File: src/hw/rtl/crcfr_pkg.sv
// Shared types, constants and the CRC byte update for the frame receiver.
// No dependencies.
package crcfr_pkg;

  localparam int BUF_DEPTH = 1024;
  localparam int CNT_W     = $clog2(BUF_DEPTH + 1);
  localparam int SUM_W     = 17;

  localparam logic [7:0]       HDR_BYTE       = 8'hFF;
  localparam logic [15:0]      CRC_POLY       = 16'h8408;
  localparam logic [15:0]      CRC_INIT       = 16'hFFFF;
  localparam logic [SUM_W-1:0] FRAME_OVERHEAD = SUM_W'(10);

  typedef enum logic {
    CMD_BYTE = 1'b0,
    CMD_IDLE = 1'b1
  } cmd_t;

  typedef enum logic [1:0] {
    VERDICT_NONE    = 2'd0,
    VERDICT_BOOT    = 2'd1,
    VERDICT_OK      = 2'd2,
    VERDICT_CRC_ERR = 2'd3
  } verdict_t;

  typedef struct packed {
    logic       cmd;
    logic [7:0] data_byte;
  } item_t;

  // a registered word leaving the input stage
  typedef struct packed {
    logic  fire;
    item_t item;
  } issue_t;

  typedef struct packed {
    logic [1:0]  verdict;
    logic [7:0]  command_code;
    logic [15:0] payload_length;
  } result_t;

  // reflected CRC-16/X-25, one byte, LSB first
  function automatic logic [15:0] crc_feed(input logic [15:0] crc, input logic [7:0] b);
    logic [15:0] c;
    c = crc ^ {8'h00, b};
    for (int k = 0; k < 8; k++) begin
      if (c[0]) begin
        c = (c >> 1) ^ CRC_POLY;
      end else begin
        c = c >> 1;
      end
    end
    return c;
  endfunction

endpackage

File: src/hw/rtl/crcfr_in_if.sv
// Input word channel: valid/ready with command and received byte.
// Depends on nothing.
interface crcfr_in_if;
  logic       valid;
  logic       ready;
  logic       cmd;
  logic [7:0] data_byte;

  modport source (output valid, output cmd, output data_byte, input ready);
  modport sink   (input valid, input cmd, input data_byte, output ready);
endinterface

File: src/hw/rtl/crcfr_out_if.sv
// Result word channel: valid/ready with verdict and captured fields.
// Depends on nothing.
interface crcfr_out_if;
  logic        valid;
  logic        ready;
  logic [1:0]  verdict;
  logic [7:0]  command_code;
  logic [15:0] payload_length;

  modport source (output valid, output verdict, output command_code,
                  output payload_length, input ready);
  modport sink   (input valid, input verdict, input command_code,
                  input payload_length, output ready);
endinterface

File: src/hw/rtl/crcfr_cfg_if.sv
// Configuration write channel: valid/ready with the boot code write data.
// Depends on nothing.
interface crcfr_cfg_if;
  logic       valid;
  logic       ready;
  logic [7:0] data;

  modport source (output valid, output data, input ready);
  modport sink   (input valid, input data, output ready);
endinterface

File: src/hw/rtl/crcfr_in_stage.sv
// Input register of the frame receiver; issues one word to the tracker.
// Depends on crcfr_pkg.
module crcfr_in_stage
  import crcfr_pkg::*;
(
  input  logic   clk,
  input  logic   rst,
  input  logic   item_valid,
  output logic   item_ready,
  input  item_t  item_in,
  input  logic   out_free,
  output issue_t issue
);

  logic  s1_valid;
  item_t s1_item;
  logic  fire;

  // a byte never waits; an idle word needs room in the result register
  assign fire       = s1_valid && ((s1_item.cmd == CMD_BYTE) || out_free);
  assign item_ready = !s1_valid || fire;
  assign issue      = '{fire: fire, item: s1_item};

  always_ff @(posedge clk) begin
    if (rst) begin
      s1_valid <= 1'b0;
    end else if (item_ready) begin
      s1_valid <= item_valid;
    end
  end

  always_ff @(posedge clk) begin
    if (item_ready && item_valid) begin
      s1_item <= item_in;
    end
  end

endmodule

File: src/hw/rtl/crcfr_frame_track.sv
// Frame state, running CRC, boot code register and verdict logic.
// Depends on crcfr_pkg.
module crcfr_frame_track
  import crcfr_pkg::*;
(
  input  logic       clk,
  input  logic       rst,
  input  issue_t     issue,
  input  logic       cfg_valid,
  output logic       cfg_ready,
  input  logic [7:0] cfg_data,
  output logic       load,
  output result_t    res
);

  logic [7:0]       enter_boot_code;
  logic [CNT_W-1:0] byte_count;
  logic             header_good;
  logic [15:0]      length_word;
  logic [7:0]       command_byte;
  logic [15:0]      crc_accum;
  logic [15:0]      holdback_bytes;

  logic             is_byte;
  logic             is_idle;
  logic             full;
  logic             len_match;
  logic [7:0]       b;
  logic [15:0]      final_crc;
  verdict_t         verdict;

  assign cfg_ready = 1'b1;
  assign b         = issue.item.data_byte;
  assign is_byte   = issue.fire && (issue.item.cmd == CMD_BYTE);
  assign is_idle   = issue.fire && (issue.item.cmd == CMD_IDLE);
  assign full      = (byte_count == CNT_W'(BUF_DEPTH));
  assign len_match = (SUM_W'(byte_count) == ({1'b0, length_word} + FRAME_OVERHEAD));
  assign final_crc = ~crc_accum;

  always_comb begin
    verdict = VERDICT_NONE;
    if (header_good && len_match) begin
      if (final_crc != holdback_bytes) begin
        verdict = VERDICT_CRC_ERR;
      end else if (command_byte == enter_boot_code) begin
        verdict = VERDICT_BOOT;
      end else begin
        verdict = VERDICT_OK;
      end
    end
  end

  assign load = is_idle;
  assign res  = '{verdict: verdict, command_code: command_byte,
                  payload_length: length_word};

  always_ff @(posedge clk) begin
    if (rst) begin
      enter_boot_code <= 8'h00;
    end else if (cfg_valid) begin
      enter_boot_code <= cfg_data;
    end
  end

  always_ff @(posedge clk) begin
    if (rst || is_idle) begin
      byte_count     <= '0;
      header_good    <= 1'b1;
      length_word    <= 16'h0000;
      command_byte   <= 8'h00;
      crc_accum      <= CRC_INIT;
      holdback_bytes <= 16'h0000;
    end else if (is_byte) begin
      if (full) begin
        header_good <= 1'b0;
      end else begin
        if ((byte_count == CNT_W'(0) || byte_count == CNT_W'(1)) && b != HDR_BYTE) begin
          header_good <= 1'b0;
        end
        if (byte_count == CNT_W'(6)) begin
          length_word[15:8] <= b;
        end
        if (byte_count == CNT_W'(7)) begin
          length_word[7:0] <= b;
        end
        if (byte_count == CNT_W'(8)) begin
          command_byte <= b;
        end
        // the byte two places back leaves the holdback and enters the CRC
        if (byte_count >= CNT_W'(4)) begin
          crc_accum <= crc_feed(crc_accum, holdback_bytes[15:8]);
        end
        holdback_bytes <= {holdback_bytes[7:0], b};
        byte_count     <= byte_count + CNT_W'(1);
      end
    end
  end

endmodule

File: src/hw/rtl/crcfr_out_stage.sv
// Result register of the frame receiver with valid/ready hand-off.
// Depends on crcfr_pkg.
module crcfr_out_stage
  import crcfr_pkg::*;
(
  input  logic    clk,
  input  logic    rst,
  input  logic    load,
  input  result_t res_in,
  input  logic    out_ready,
  output logic    out_valid,
  output result_t res_out,
  output logic    out_free
);

  assign out_free = !out_valid || out_ready;

  always_ff @(posedge clk) begin
    if (rst) begin
      out_valid <= 1'b0;
    end else if (out_free) begin
      out_valid <= load;
    end
  end

  always_ff @(posedge clk) begin
    if (load && out_free) begin
      res_out <= res_in;
    end
  end

endmodule

File: src/hw/rtl/crc_checked_frame_receiver.sv
// Top level of the CRC-checked frame receiver.
// Depends on crcfr_pkg, the three channel interfaces and the crcfr_* stages.
//
//  channel  | dir | payload                                  | handshake
//  ---------+-----+------------------------------------------+-------------
//  item     | in  | cmd (byte / idle), data_byte             | valid, ready
//  result   | out | verdict, command_code, payload_length    | valid, ready
//  cfg      | in  | data (enter boot code)                   | valid, ready
//
// Each word is held in the input register. The frame tracker acts on it
// combinationally, and its state update lands at the edge on which the word
// leaves that register, where an idle word's verdict is loaded into the
// result register, which must have room for the idle word to leave.
// One word per cycle is sustained: received bytes are never held, and only
// an idle word waits while the result register is still full. Reset clears
// the frame state, the boot code and both valids.
// Config writes are always taken (ready tied high).
module crc_checked_frame_receiver
  import crcfr_pkg::*;
(
  input  logic             clk,
  input  logic             rst,
  crcfr_in_if.sink         item,
  crcfr_out_if.source      result,
  crcfr_cfg_if.sink        cfg
);

  item_t   item_word;
  issue_t  issue;
  logic    out_free;
  logic    load;
  result_t res_next;
  result_t res_reg;

  assign item_word = '{cmd: item.cmd, data_byte: item.data_byte};

  // hold the incoming word in the input register; drop nothing
  crcfr_in_stage u_in (
    .clk        (clk),
    .rst        (rst),
    .item_valid (item.valid),
    .item_ready (item.ready),
    .item_in    (item_word),
    .out_free   (out_free),
    .issue      (issue)
  );

  // advance the frame state; on idle, form the verdict and clear the frame
  crcfr_frame_track u_track (
    .clk       (clk),
    .rst       (rst),
    .issue     (issue),
    .cfg_valid (cfg.valid),
    .cfg_ready (cfg.ready),
    .cfg_data  (cfg.data),
    .load      (load),
    .res       (res_next)
  );

  // park the verdict until the sink takes it
  crcfr_out_stage u_out (
    .clk       (clk),
    .rst       (rst),
    .load      (load),
    .res_in    (res_next),
    .out_ready (result.ready),
    .out_valid (result.valid),
    .res_out   (res_reg),
    .out_free  (out_free)
  );

  assign result.verdict        = res_reg.verdict;
  assign result.command_code   = res_reg.command_code;
  assign result.payload_length = res_reg.payload_length;

endmodule

File: src/flat_wrapper.sv
// flat-port wrapper written by rule: the top's interface ports become plain ports
module crc_checked_frame_receiver_flat import crcfr_pkg::*;
  (clk, rst, item_valid, item_cmd, item_data_byte, item_ready, result_valid, result_verdict, result_command_code, result_payload_length, result_ready, cfg_valid, cfg_data, cfg_ready);
  crcfr_in_if item_i ();
  crcfr_out_if result_i ();
  crcfr_cfg_if cfg_i ();
  input  logic clk;
  input  logic rst;
  input wire logic [$bits(item_i.valid)-1:0] item_valid;
  input wire logic [$bits(item_i.cmd)-1:0] item_cmd;
  input wire logic [$bits(item_i.data_byte)-1:0] item_data_byte;
  output wire logic [$bits(item_i.ready)-1:0] item_ready;
  output wire logic [$bits(result_i.valid)-1:0] result_valid;
  output wire logic [$bits(result_i.verdict)-1:0] result_verdict;
  output wire logic [$bits(result_i.command_code)-1:0] result_command_code;
  output wire logic [$bits(result_i.payload_length)-1:0] result_payload_length;
  input wire logic [$bits(result_i.ready)-1:0] result_ready;
  input wire logic [$bits(cfg_i.valid)-1:0] cfg_valid;
  input wire logic [$bits(cfg_i.data)-1:0] cfg_data;
  output wire logic [$bits(cfg_i.ready)-1:0] cfg_ready;
  assign item_i.valid = item_valid;
  assign item_i.cmd = item_cmd;
  assign item_i.data_byte = item_data_byte;
  assign item_ready = item_i.ready;
  assign result_valid = result_i.valid;
  assign result_verdict = result_i.verdict;
  assign result_command_code = result_i.command_code;
  assign result_payload_length = result_i.payload_length;
  assign result_i.ready = result_ready;
  assign cfg_i.valid = cfg_valid;
  assign cfg_i.data = cfg_data;
  assign cfg_ready = cfg_i.ready;
  crc_checked_frame_receiver u_core (.clk(clk), .rst(rst), .item(item_i), .result(result_i), .cfg(cfg_i));
endmodule
File: config.mk
export PLATFORM = sky130hd
export DESIGN_NAME = crc_checked_frame_receiver_flat
export DESIGN_NICKNAME = d
export VERILOG_FILES = /design/src/hw/rtl/crcfr_pkg.sv /design/src/hw/rtl/crcfr_in_if.sv /design/src/hw/rtl/crcfr_out_if.sv /design/src/hw/rtl/crcfr_cfg_if.sv /design/src/hw/rtl/crcfr_in_stage.sv /design/src/hw/rtl/crcfr_frame_track.sv /design/src/hw/rtl/crcfr_out_stage.sv /design/src/hw/rtl/crc_checked_frame_receiver.sv /design/src/flat_wrapper.sv
export SDC_FILE = /design/constraint.sdc
export NUM_CORES = 1
export LEC_CHECK = 0
export CAP_MARGIN = 10
export CORE_MARGIN = 1.5
export CORE_UTILIZATION = 42
export DETAILED_ROUTE_END_ITERATION = 8
export DONT_BUFFER_PORTS = 1
export GPL_TIMING_DRIVEN = 0
export SLEW_MARGIN = 20
export SYNTH_ARGS = -nofsm -noshare
export SYNTH_HDL_FRONTEND = slang
export SYNTH_SLANG_ARGS = --single-unit
File: constraint.sdc
create_clock -name clk -period 2.5 [get_ports clk]
set_input_delay 0.375 -clock clk [delete_from_list [all_inputs] [get_ports clk]]
set_output_delay 0.375 -clock clk [all_outputs]
set_load 0.05 [all_outputs]
==> results.yml, run 1 <==
die:
  die-width_um: 111
  initial_core_util_pct: 43.0
  ios: 51
  row_count: 39
  core_um2: 11400
  die_h_um: 111
  die-area_um2: 12300
grt:
  antenna_found_initial: 0
  grtUsageTotal_pct: 18.8
  grt_pass1_vias: 3232
  grt_pass1_wl_um: 17600
  grt_max_degree: 17
  grt_overflow: 0
cts:
  cts_tree: "done"
  clock_latency_ns: 0.41
  cts_sinks: 113
  holdBufCountCts: 0
  clk_pin_slew_ns: 0.05
  root_buffer: "clkbuf_16"
  clockBufferDepth: 2
  h-tree-depth: 4
  cts_buffers: 17
logic_synthesis:
  yosys_warnings: 0
  synth_area_um2: 4890
  synth_area_leaders: "dfxtp_1 (32%), edfxtp_1 (21%), mux2i_1 (11%)"
  synth_edf_count: 35
  syn_avg_cell_area_um2: 10.7
  ys_ff_latch: 113
  synth_top_area_share_pct: 31.9
  async_reset_ff_share_pct: 0
  ys.flop_type: "dfxtp_1"
  synth_top_area_cell: "dfxtp_1"
  synth_nets: 482
  synth.yosys.seq_area_share_pct: 53.4
  syn_inst: 455
  synth.distinct_cells: 37
power:
  p_switching_w: 0.000928
  p_per_area_nw_per_um2: 771
  power.internal_w: 0.00347
  peakVddDrop_mv: 0.586
  p_sw_share_pct: 21.1
  seq_power_share_pct: 45.3
  finalPower_w: 0.00439
  p_comb_share_pct: 3.2
  p_clk_share_pct: 51.5
  p_leak_nw: 2.46
outcome:
  status: "finished clean"
setup_path:
  worst_ep_arrival_time_ns: 2.68
  start_kind: "flop"
  reg2reg_depth: 7
  r2r-start: "u_core.u_track.length_word[1]"
  r2r_end: "u_core.u_out.res_out[25]"
  end_kind: "flop"
  cp_cell_sequence: "ha_1 -> xnor2_1 -> nand3_1 -> nor4_2 -> o211ai_1 -> or4_4 -> a2111oi_4"
  worstPathMaxFanout: 5
  r2r_slack_ns: 0.05
  cp.required_ns: 2.72
  crit_slowest_cell: "or4_4"
  max_stage_delay_ns: 0.49
  critPathKind: "flop to flop"
timing:
  finClkSkew_ns: 0.00726
  min_period_over_period_pct: 98.2
  finalSetupTns_ns: 0
  worst_slew_pin_slew_ns: 1.44
  fmax_ghz: 0.407
  setup_ws_ns: 0.0452
  whs_ns: 0.0594
  slew_viol_final: 0
  hold_violations: 0
  period_minus_slack_ns: 2.45
  relSlewSlack_pct: 2.88
  setup_viol: 0
placement:
  io_buffer_count: 0
  hpwl_um: 7520
  pre_cts_ws_ns: -0.143
  gp_congestion: 0.824
worst_hold_path:
  worstHoldStart: "item_data_byte[3]"
  hold_path_depth: 0
  min_path_type: "primary input to flop"
  min_delay_worst_endpoint: "u_core.u_in.issue[3]"
routing:
  routed_wl_um: 11000
  firstDrtPassIters: 4
  vias: 3321
  postRouteAntennaNets: 0
  drc: 0
  via_per_inst: 5.26
  drtIter0Drc: 178
  wl_per_cell_um: 17.4
run:
  maxCapViolCount: 0
final_layout:
  synthToLayoutAreaGrowth_pct: 16.5
  nNetsFinal: 502
  drive_gt1_share_pct: 9.63
  antenna_cells: 0
[critical path, delay by kind of cell, from the launching register on]
family,cells,cell delay [ns]
fa+ha+maj,1,0.33
compound gates,2,0.52
xor+xnor,1,0.18
simple gates,3,0.88
flops,1,0.36
[synthesized netlist by cell type (2+ instances only)]
library cell	instances
buf_4	2
or2_2	2
a21oi_1	7
nand3_1	4
ha_1	5
nand2_1	30
edfxtp_1	35
o21ai_0	5
clkbuf_1	13
inv_1	7
buf_2	5
o211ai_1	14
nor2b_1	5
nor4_1	5
mux2i_1	55
xnor2_1	31
or3_1	3
a31oi_1	2
nor2_1	73
dfxtp_1	78
nand4_1	16
and3_1	2
xor2_1	41
a2111oi_0	2
[registers in the layout (all words and copies together), names as in the netlist, 8 cells and up]
register	cells
u_core.u_in.issue	9
u_core.u_out.res_out	26
u_core.u_track.byte_count	11
u_core.u_track.command_byte	8
u_core.u_track.crc_accum	16
u_core.u_track.enter_boot_code	8
u_core.u_track.holdback_bytes	16
u_core.u_track.length_word	16
[cells by family after synthesis]
kind of cell	count (synthesis)	synth area share (%)
AOI/OAI and AO/OA	35	5.02
xor gates and xnor gates	72	12.9
adders and majority gates	5	1.28
buffers and inverters	27	2.35
DFF	113	53.4
muxes	55	11.3
other	1	0.0767
and+or+nand+nor	147	13.7
[through the flow]
stage          utilization [%]  cells  area, um2
6_report                  50.1    631       5700
5_1_grt                   50.1    631       5700
4_1_cts                   49.7    631       5650
3_5_place_dp              44.6    598       5080
3_3_place_gp              44.6    598       5070
2_1_floorplan                -    455       4890
[final cells by class]
type / instances / area, um2
tap: 143 / 179
clock buffer: 23 / 468
buffer: 20 / 97.6
fill: 1053 / 5670
clock inverter: 9 / 90.1
inverter: 7 / 26.3
multi-input combinational: 316 / 2220
sequential: 113 / 2620
[what timing repair did]
action / CTS / global route
setup endpoints to repair: 62 / 22
setup buffers: 0 / 0
pin swaps: 1 / 2
gates resized for setup: 6 / 15
cloned: 1 / 0
endpoints found under the hold margin: 0 / 0
[how the worst max path moves through the flow]
stage / end / slack, ns / start / cells past startpoint
6_report: u_core.u_out.res_out[25] / 0.05 / u_core.u_track.length_word[1] / 7
5_1_grt: u_core.u_out.res_out[25] / -0.05 / u_core.u_track.length_word[1] / 7
4_1_cts: u_core.u_out.res_out[25] / -0.002 / u_core.u_track.length_word[1] / 7
3_5_place_dp: u_core.u_track.crc_accum[10] / -0.14 / u_core.u_out.out_valid / 5
3_3_place_gp: u_core.u_track.command_byte[2] / -0.47 / u_core.u_out.out_valid / 6
2_1_floorplan: u_core.u_track.holdback_bytes[0] / 0.18 / u_core.u_out.out_valid / 6
[layout by cell type (no fill, tap or decap), types with 3 or more instances in the layout]
cell / count
inv_1: 7
buf_4: 3
clkbuf_2: 3
clkbuf_1: 14
mux2i_1: 55
clkbuf_16: 17
nor2b_1: 4
edfxtp_1: 35
nand4_1: 16
o211ai_1: 14
xor2_1: 41
ha_1: 5
dfxtp_1: 76
clkinv_2: 3
nand3_1: 4
nor4_1: 5
nand2_1: 30
or3_1: 3
nor2_1: 71
buf_2: 3
clkinv_1: 4
o21ai_0: 4
xnor2_1: 31
a21oi_1: 7
[power groups by stage]
stage          logic (W)  clock network, W  registers [W]
2_1_floorplan  0.0000959                 0        0.00201
3_3_place_gp    0.000126                 0        0.00203
3_5_place_dp    0.000129                 0        0.00203
4_1_cts         0.000133           0.00231        0.00199
5_1_grt         0.000152           0.00241        0.00199
6_report        0.000139           0.00226        0.00199
[layer usage]
layer  wire, um  vias to the layer above  global-route usage, %  part of all wire, %
li1           -                     1627                      -                    -
met2       5200                       80                   28.7                   47
met1       5170                     1604                   25.0                   47
met3        462                       10                   5.41                  4.2
met5          0                        -                      0                    0
met4        157                        0                   7.86                  1.4
Power figures use the tool's default switching activity.
==> inputs of run 2 (changes only) <==
--- a/config.mk
+++ b/config.mk
@@ -7,7 +7,7 @@
 export LEC_CHECK = 0
 export CAP_MARGIN = 10
 export CORE_MARGIN = 1.5
-export CORE_UTILIZATION = 42
+export CORE_UTILIZATION = 35
 export DETAILED_ROUTE_END_ITERATION = 8
 export DONT_BUFFER_PORTS = 1
 export GPL_TIMING_DRIVEN = 0
==> run 2 against run 1 <==
Effect of this change: via count up 0.21%; worst setup slack better by 0.038 ns; global-route usage down 3.4 points; clock power up 6%; critical endpoint is now u_core.u_track.byte_count[10]; register-to-register slack better by 0.04 ns; largest cell class unchanged; largest power group unchanged; sequential share of layout area down 0.66 points; final cell count up 6.3%.
==> results.yml, run 2 (synthesized netlist as in run 1, its figures left out) <==
setup_path:
  path_delay_family: "simple AND/OR/NAND/NOR gates"
  critPathKind: "flop to flop"
  max_stage_delay_ns: 0.50
  critPathBufInv: 2
  cp_cell_sequence: "nor2b_2 -> nor2_4 -> or2_2 -> clkbuf_1 -> clkbuf_1 -> nor2_1"
  cpMostUsedCell: "clkbuf_1"
  worst_ep_arrival_time_ns: 2.68
  start_kind: "flop"
  crit_slowest_cell: "clkbuf_1"
  end_kind: "flop"
  worstPathMaxFanout: 14
  cp.required_ns: 2.77
grt:
  antenna_found_initial: 0
  grt_pass1_wl_um: 16800
  grtUsageTotal_pct: 15.4
  grt_overflow: 0
  grt_max_degree: 17
  grt_pass1_vias: 3240
cts:
  clockBufferDepth: 2
  clk_pin_slew_ns: 0.05
  cts_buffers: 17
  cts_sinks: 113
  holdBufCountCts: 0
  cts_tree: "done"
  clock_latency_ns: 0.41
  h-tree-depth: 4
  root_buffer: "clkbuf_16"
timing:
  relSlewSlack_pct: 32.9
  hold_violations: 0
  finClkSkew_ns: 0.00911
  worst_slew_pin_slew_ns: 1.00
  period_minus_slack_ns: 2.42
  fmax_ghz: 0.414
  min_period_over_period_pct: 96.7
  slew_viol_final: 0
  setup_viol: 0
  whs_ns: 0.0620
  setup_ws_ns: 0.0830
  rsz0062_at_grt: "false"
final_layout:
  ff_latch_area_um2: 2620
  drive_gt1_share_pct: 10.6
  antenna_cells: 0
  final_util_pct: 42.0
  fillCellCount: 1358
  multi_input_area_um2: 2200
  fin_area_um2: 5780
  final_cell_mix: "dfxtp_1 (76), nor2_1 (71), mux2i_1 (55)"
  nNetsFinal: 505
  final_common_cell: "dfxtp_1"
  synthToLayoutAreaGrowth_pct: 18.2
  top_register: "u_core.u_out.res_out"
  largest_reg_flops: 26
power:
  peakVddDrop_mv: 0.377
  seq_power_share_pct: 44.0
  p_comb_share_pct: 3.0
  p_sw_share_pct: 21.4
  p_leak_nw: 2.47
  power.internal_w: 0.00356
  p_per_area_nw_per_um2: 783
  finalPower_w: 0.00452
  p_switching_w: 0.000967
  p_clk_share_pct: 53.0
die:
  initial_core_util_pct: 35.5
  die-width_um: 121
  ios: 51
  die_h_um: 121
  row_count: 43
  core_um2: 13800
  die-area_um2: 14700
routing:
  drc: 0
  firstDrtPassIters: 4
  vias: 3328
  routed_wl_um: 10600
  postRouteAntennaNets: 0
  wl_per_cell_um: 15.9
  drtIter0Drc: 231
  via_per_inst: 4.96
placement:
  hpwl_um: 7340
  post_dp_cell_area_um2: 5120
  gp_congestion: 0.785
  pre_cts_ws_ns: -0.164
  io_buffer_count: 0
outcome:
  status: "finished clean"
worst_hold_path:
  min_path_type: "primary input to flop"
run:
  maxCapViolCount: 0
[run 2: changes by cell type in the layout (fill, tap and decap cells not counted), sizes merged]
cell and delta:
clkinv -2, bufinv +1, clkinvlp +2, clkbuf -1, buf +3
[run 2: timing repair]
item	in CTS	in global routing
cloned	1	0
pin swaps	1	1
hold endpoints to repair	0	0
gates resized for setup	6	12
endpoints found under the setup margin	56	37
buffers inserted	0	3
[run 2: final timing paths]
path | from | end | slack (ns) | cells past startpoint
max | u_core.u_out.out_valid | u_core.u_track.byte_count[10] | 0.08 | 6
min | item_cmd | u_core.u_in.issue[8] | 0.06 | 0
max reg2reg | u_core.u_out.out_valid | u_core.u_track.byte_count[10] | 0.08 | 6
min reg2reg | u_core.u_track.header_good | u_core.u_track.header_good | 0.47 | 2
[run 2: final cells by class]
class | instances | area share, %
Timing Repair Buffer | 3 | 0.390
Inverter | 7 | 0.455
Clock inverter | 10 | 2.36
Buffer | 20 | 1.69
Tap cell | 180 | 3.90
Multi-Input combinational cell | 316 | 38.1
Clock buffer | 22 | 7.86
Sequential cell | 113 | 45.2
[run 2: power by group through the flow]
stage	logic (W)	registers (W)	clock network [W]
after floorplan	0.0000959	0.00201	0
after global placement	0.000123	0.00203	0
after detailed placement	0.000127	0.00203	0
after CTS	0.000131	0.00199	0.00243
after global routing	0.000148	0.00199	0.00253
final	0.000135	0.00199	0.00240
[run 2: per-layer routing]
layer | part of all wire, % | vias to the layer above | GRT usage, %
li1 | - | 1633 | -
met1 | 47 | 1615 | 19.0
met2 | 48 | 69 | 25.1
met3 | 3.3 | 11 | 5.03
met4 | 1.5 | 0 | 5.74
met5 | 0 | - | 0
[run 2: worst reg2reg max path: stages (launching register included)]
cell      delay [ns]
dfxtp_1         0.47
nor2b_2         0.30
nor2_4          0.41
or2_2           0.20
clkbuf_1        0.27
clkbuf_1        0.51
nor2_1          0.13
[run 2: per-stage QoR]
| step | setup TNS (ns) | std cells |
|---|---|---|
| final | 0 | 671 |
| after global routing | 0 | 671 |
| after CTS | 0 | 668 |
| after detailed placement | -2.96 | 635 |
| after global placement | -21.53 | 635 |
| after floorplan | 0 | 455 |
==> inputs of run 3 (changes only) <==
--- a/config.mk
+++ b/config.mk
@@ -10,8 +10,9 @@
 export CORE_UTILIZATION = 35
 export DETAILED_ROUTE_END_ITERATION = 8
 export DONT_BUFFER_PORTS = 1
-export GPL_TIMING_DRIVEN = 0
+export SKIP_CTS_REPAIR_TIMING = 1
 export SLEW_MARGIN = 20
 export SYNTH_ARGS = -nofsm -noshare
 export SYNTH_HDL_FRONTEND = slang
 export SYNTH_SLANG_ARGS = --single-unit
+export TNS_END_PERCENT = 100
==> run 3 against run 2 <==
Effect of this change: worst setup slack improved by 0.057 ns; clock skew decreased by 0.00065 ns; first-iteration DRC count down 25%; register-to-register slack better by 0.06 ns; via count decreased by 1.9%; critical path depth rose by 1.
==> results.yml, run 3 (synthesized netlist as in run 1, its figures left out) <==
final_layout:
  synthToLayoutAreaGrowth_pct: 16.4
  fillCellCount: 1327
  final_common_cell: "dfxtp_1"
  fin_area_um2: 5690
  drive_gt1_share_pct: 11.3
  nNetsFinal: 494
  top_register: "u_core.u_out.res_out"
  largest_reg_flops: 26
  antenna_cells: 0
  final_cell_mix: "dfxtp_1 (76), nor2_1 (72), mux2i_1 (55)"
setup_path:
  end_kind: "flop"
  worst_ep_arrival_time_ns: 2.57
  cp.required_ns: 2.71
  r2r-start: "u_core.u_track.length_word[2]"
  worstPathMaxFanout: 4
  crit_start: "u_core.u_track.length_word[2]"
  critPathKind: "flop to flop"
  max_stage_delay_ns: 0.49
  r2r_slack_ns: 0.14
  crit_slowest_cell: "or4_1"
  cp_cell_sequence: "ha_2 -> xnor2_1 -> nand3_1 -> nor4_2 -> o211ai_1 -> or4_1 -> a2111oi_2"
  start_kind: "flop"
placement:
  io_buffer_count: 0
  post_dp_cell_area_um2: 5140
  gp_congestion: 0.886
  hpwl_um: 7130
grt:
  grtUsageTotal_pct: 14.6
  antenna_found_initial: 0
  grt_overflow: 0
  grt_pass1_vias: 3138
  grt_pass1_wl_um: 16100
  grt_max_degree: 52
timing:
  setup_viol: 0
  worst_slew_pin_slew_ns: 1.11
  hold_violations: 0
  fmax_ghz: 0.424
  finClkSkew_ns: 0.00846
  finalSetupTns_ns: 0
  period_minus_slack_ns: 2.36
  min_period_over_period_pct: 94.4
  slew_viol_final: 0
  relSlewSlack_pct: 25.7
  rsz0062_at_grt: "false"
power:
  p_per_area_nw_per_um2: 739
  peakVddDrop_mv: 0.595
  p_leak_nw: 2.43
die:
  core_um2: 13800
  initial_core_util_pct: 35.5
  ios: 51
  row_count: 43
  die_h_um: 121
  die-width_um: 121
  die-area_um2: 14700
routing:
  wl_per_cell_um: 15.4
  vias: 3264
  routed_wl_um: 10200
  firstDrtPassIters: 4
  drtIter0Drc: 174
  drc: 0
  postRouteAntennaNets: 0
  via_per_inst: 4.95
cts:
  cts_sinks: 113
  cts_buffers: 17
  h-tree-depth: 4
  clock_latency_ns: 0.41
  clk_pin_slew_ns: 0.05
  clockBufferDepth: 2
  cts_tree: "done"
  root_buffer: "clkbuf_16"
worst_hold_path:
  worstHoldStart: "rst"
  min_path_type: "primary input to flop"
run:
  maxCapViolCount: 0
outcome:
  status: "finished clean"
[run 3: worst max-delay path: cells and delay by family, from the launching register on]
family / cells / cell delay [ns]
and+or+nand+nor: 3 / 0.86
AOI/OAI and AO/OA: 2 / 0.50
DFF: 1 / 0.39
adders and majority gates: 1 / 0.29
xor gates and xnor gates: 1 / 0.13
[run 3: layout make-up]
cell class | instances | area [um2] | area share [%]
clock inverters | 13 | 91.3 | 1.60
repair buffers | 13 | 110 | 1.93
multi-input cells | 315 | 2190 | 38.5
inverters | 7 | 26.3 | 0.462
flip-flops and latches | 113 | 2620 | 45.9
well taps | 180 | 225 | 3.96
clock buffers | 19 | 433 | 7.61
[run 3: power by group]
part / internal, W / switching (W)
clock: 0.00126 / 0.000838
sequential: 0.00192 / 0.0000661
combinational: 0.0000439 / 0.0000790
total: 0.00323 / 0.000983
[run 3: through the flow]
step                      hold slack (ns)  std cells  setup slack, ns  total power, W  util, %
final                              0.0320        660            0.140         0.00421     41.3
after global routing               0.0170        660           0.0626         0.00435     41.3
after CTS                          0.0172        659           0.0688         0.00424     41.1
after detailed placement            0.451        627           0.0928         0.00215     37.3
after global placement              0.448        627            0.203         0.00214     37.3
after floorplan                     0.435        455            0.183         0.00211        -
[run 3: worst paths after layout]
path | end | cells past startpoint
worst max-delay path | u_core.u_out.res_out[24] | 7
worst min-delay path | u_core.u_track.enter_boot_code[2] | 1
worst max register to register | u_core.u_out.res_out[24] | 7
worst min register to register | u_core.u_out.res_out[20] | 0
[run 3: metal layers]
layer  routed length, um  GRT usage [%]
met1                4860           18.2
met2                4820           23.9
met3                 313           3.95
met4                 177           6.10
met5                   0              0
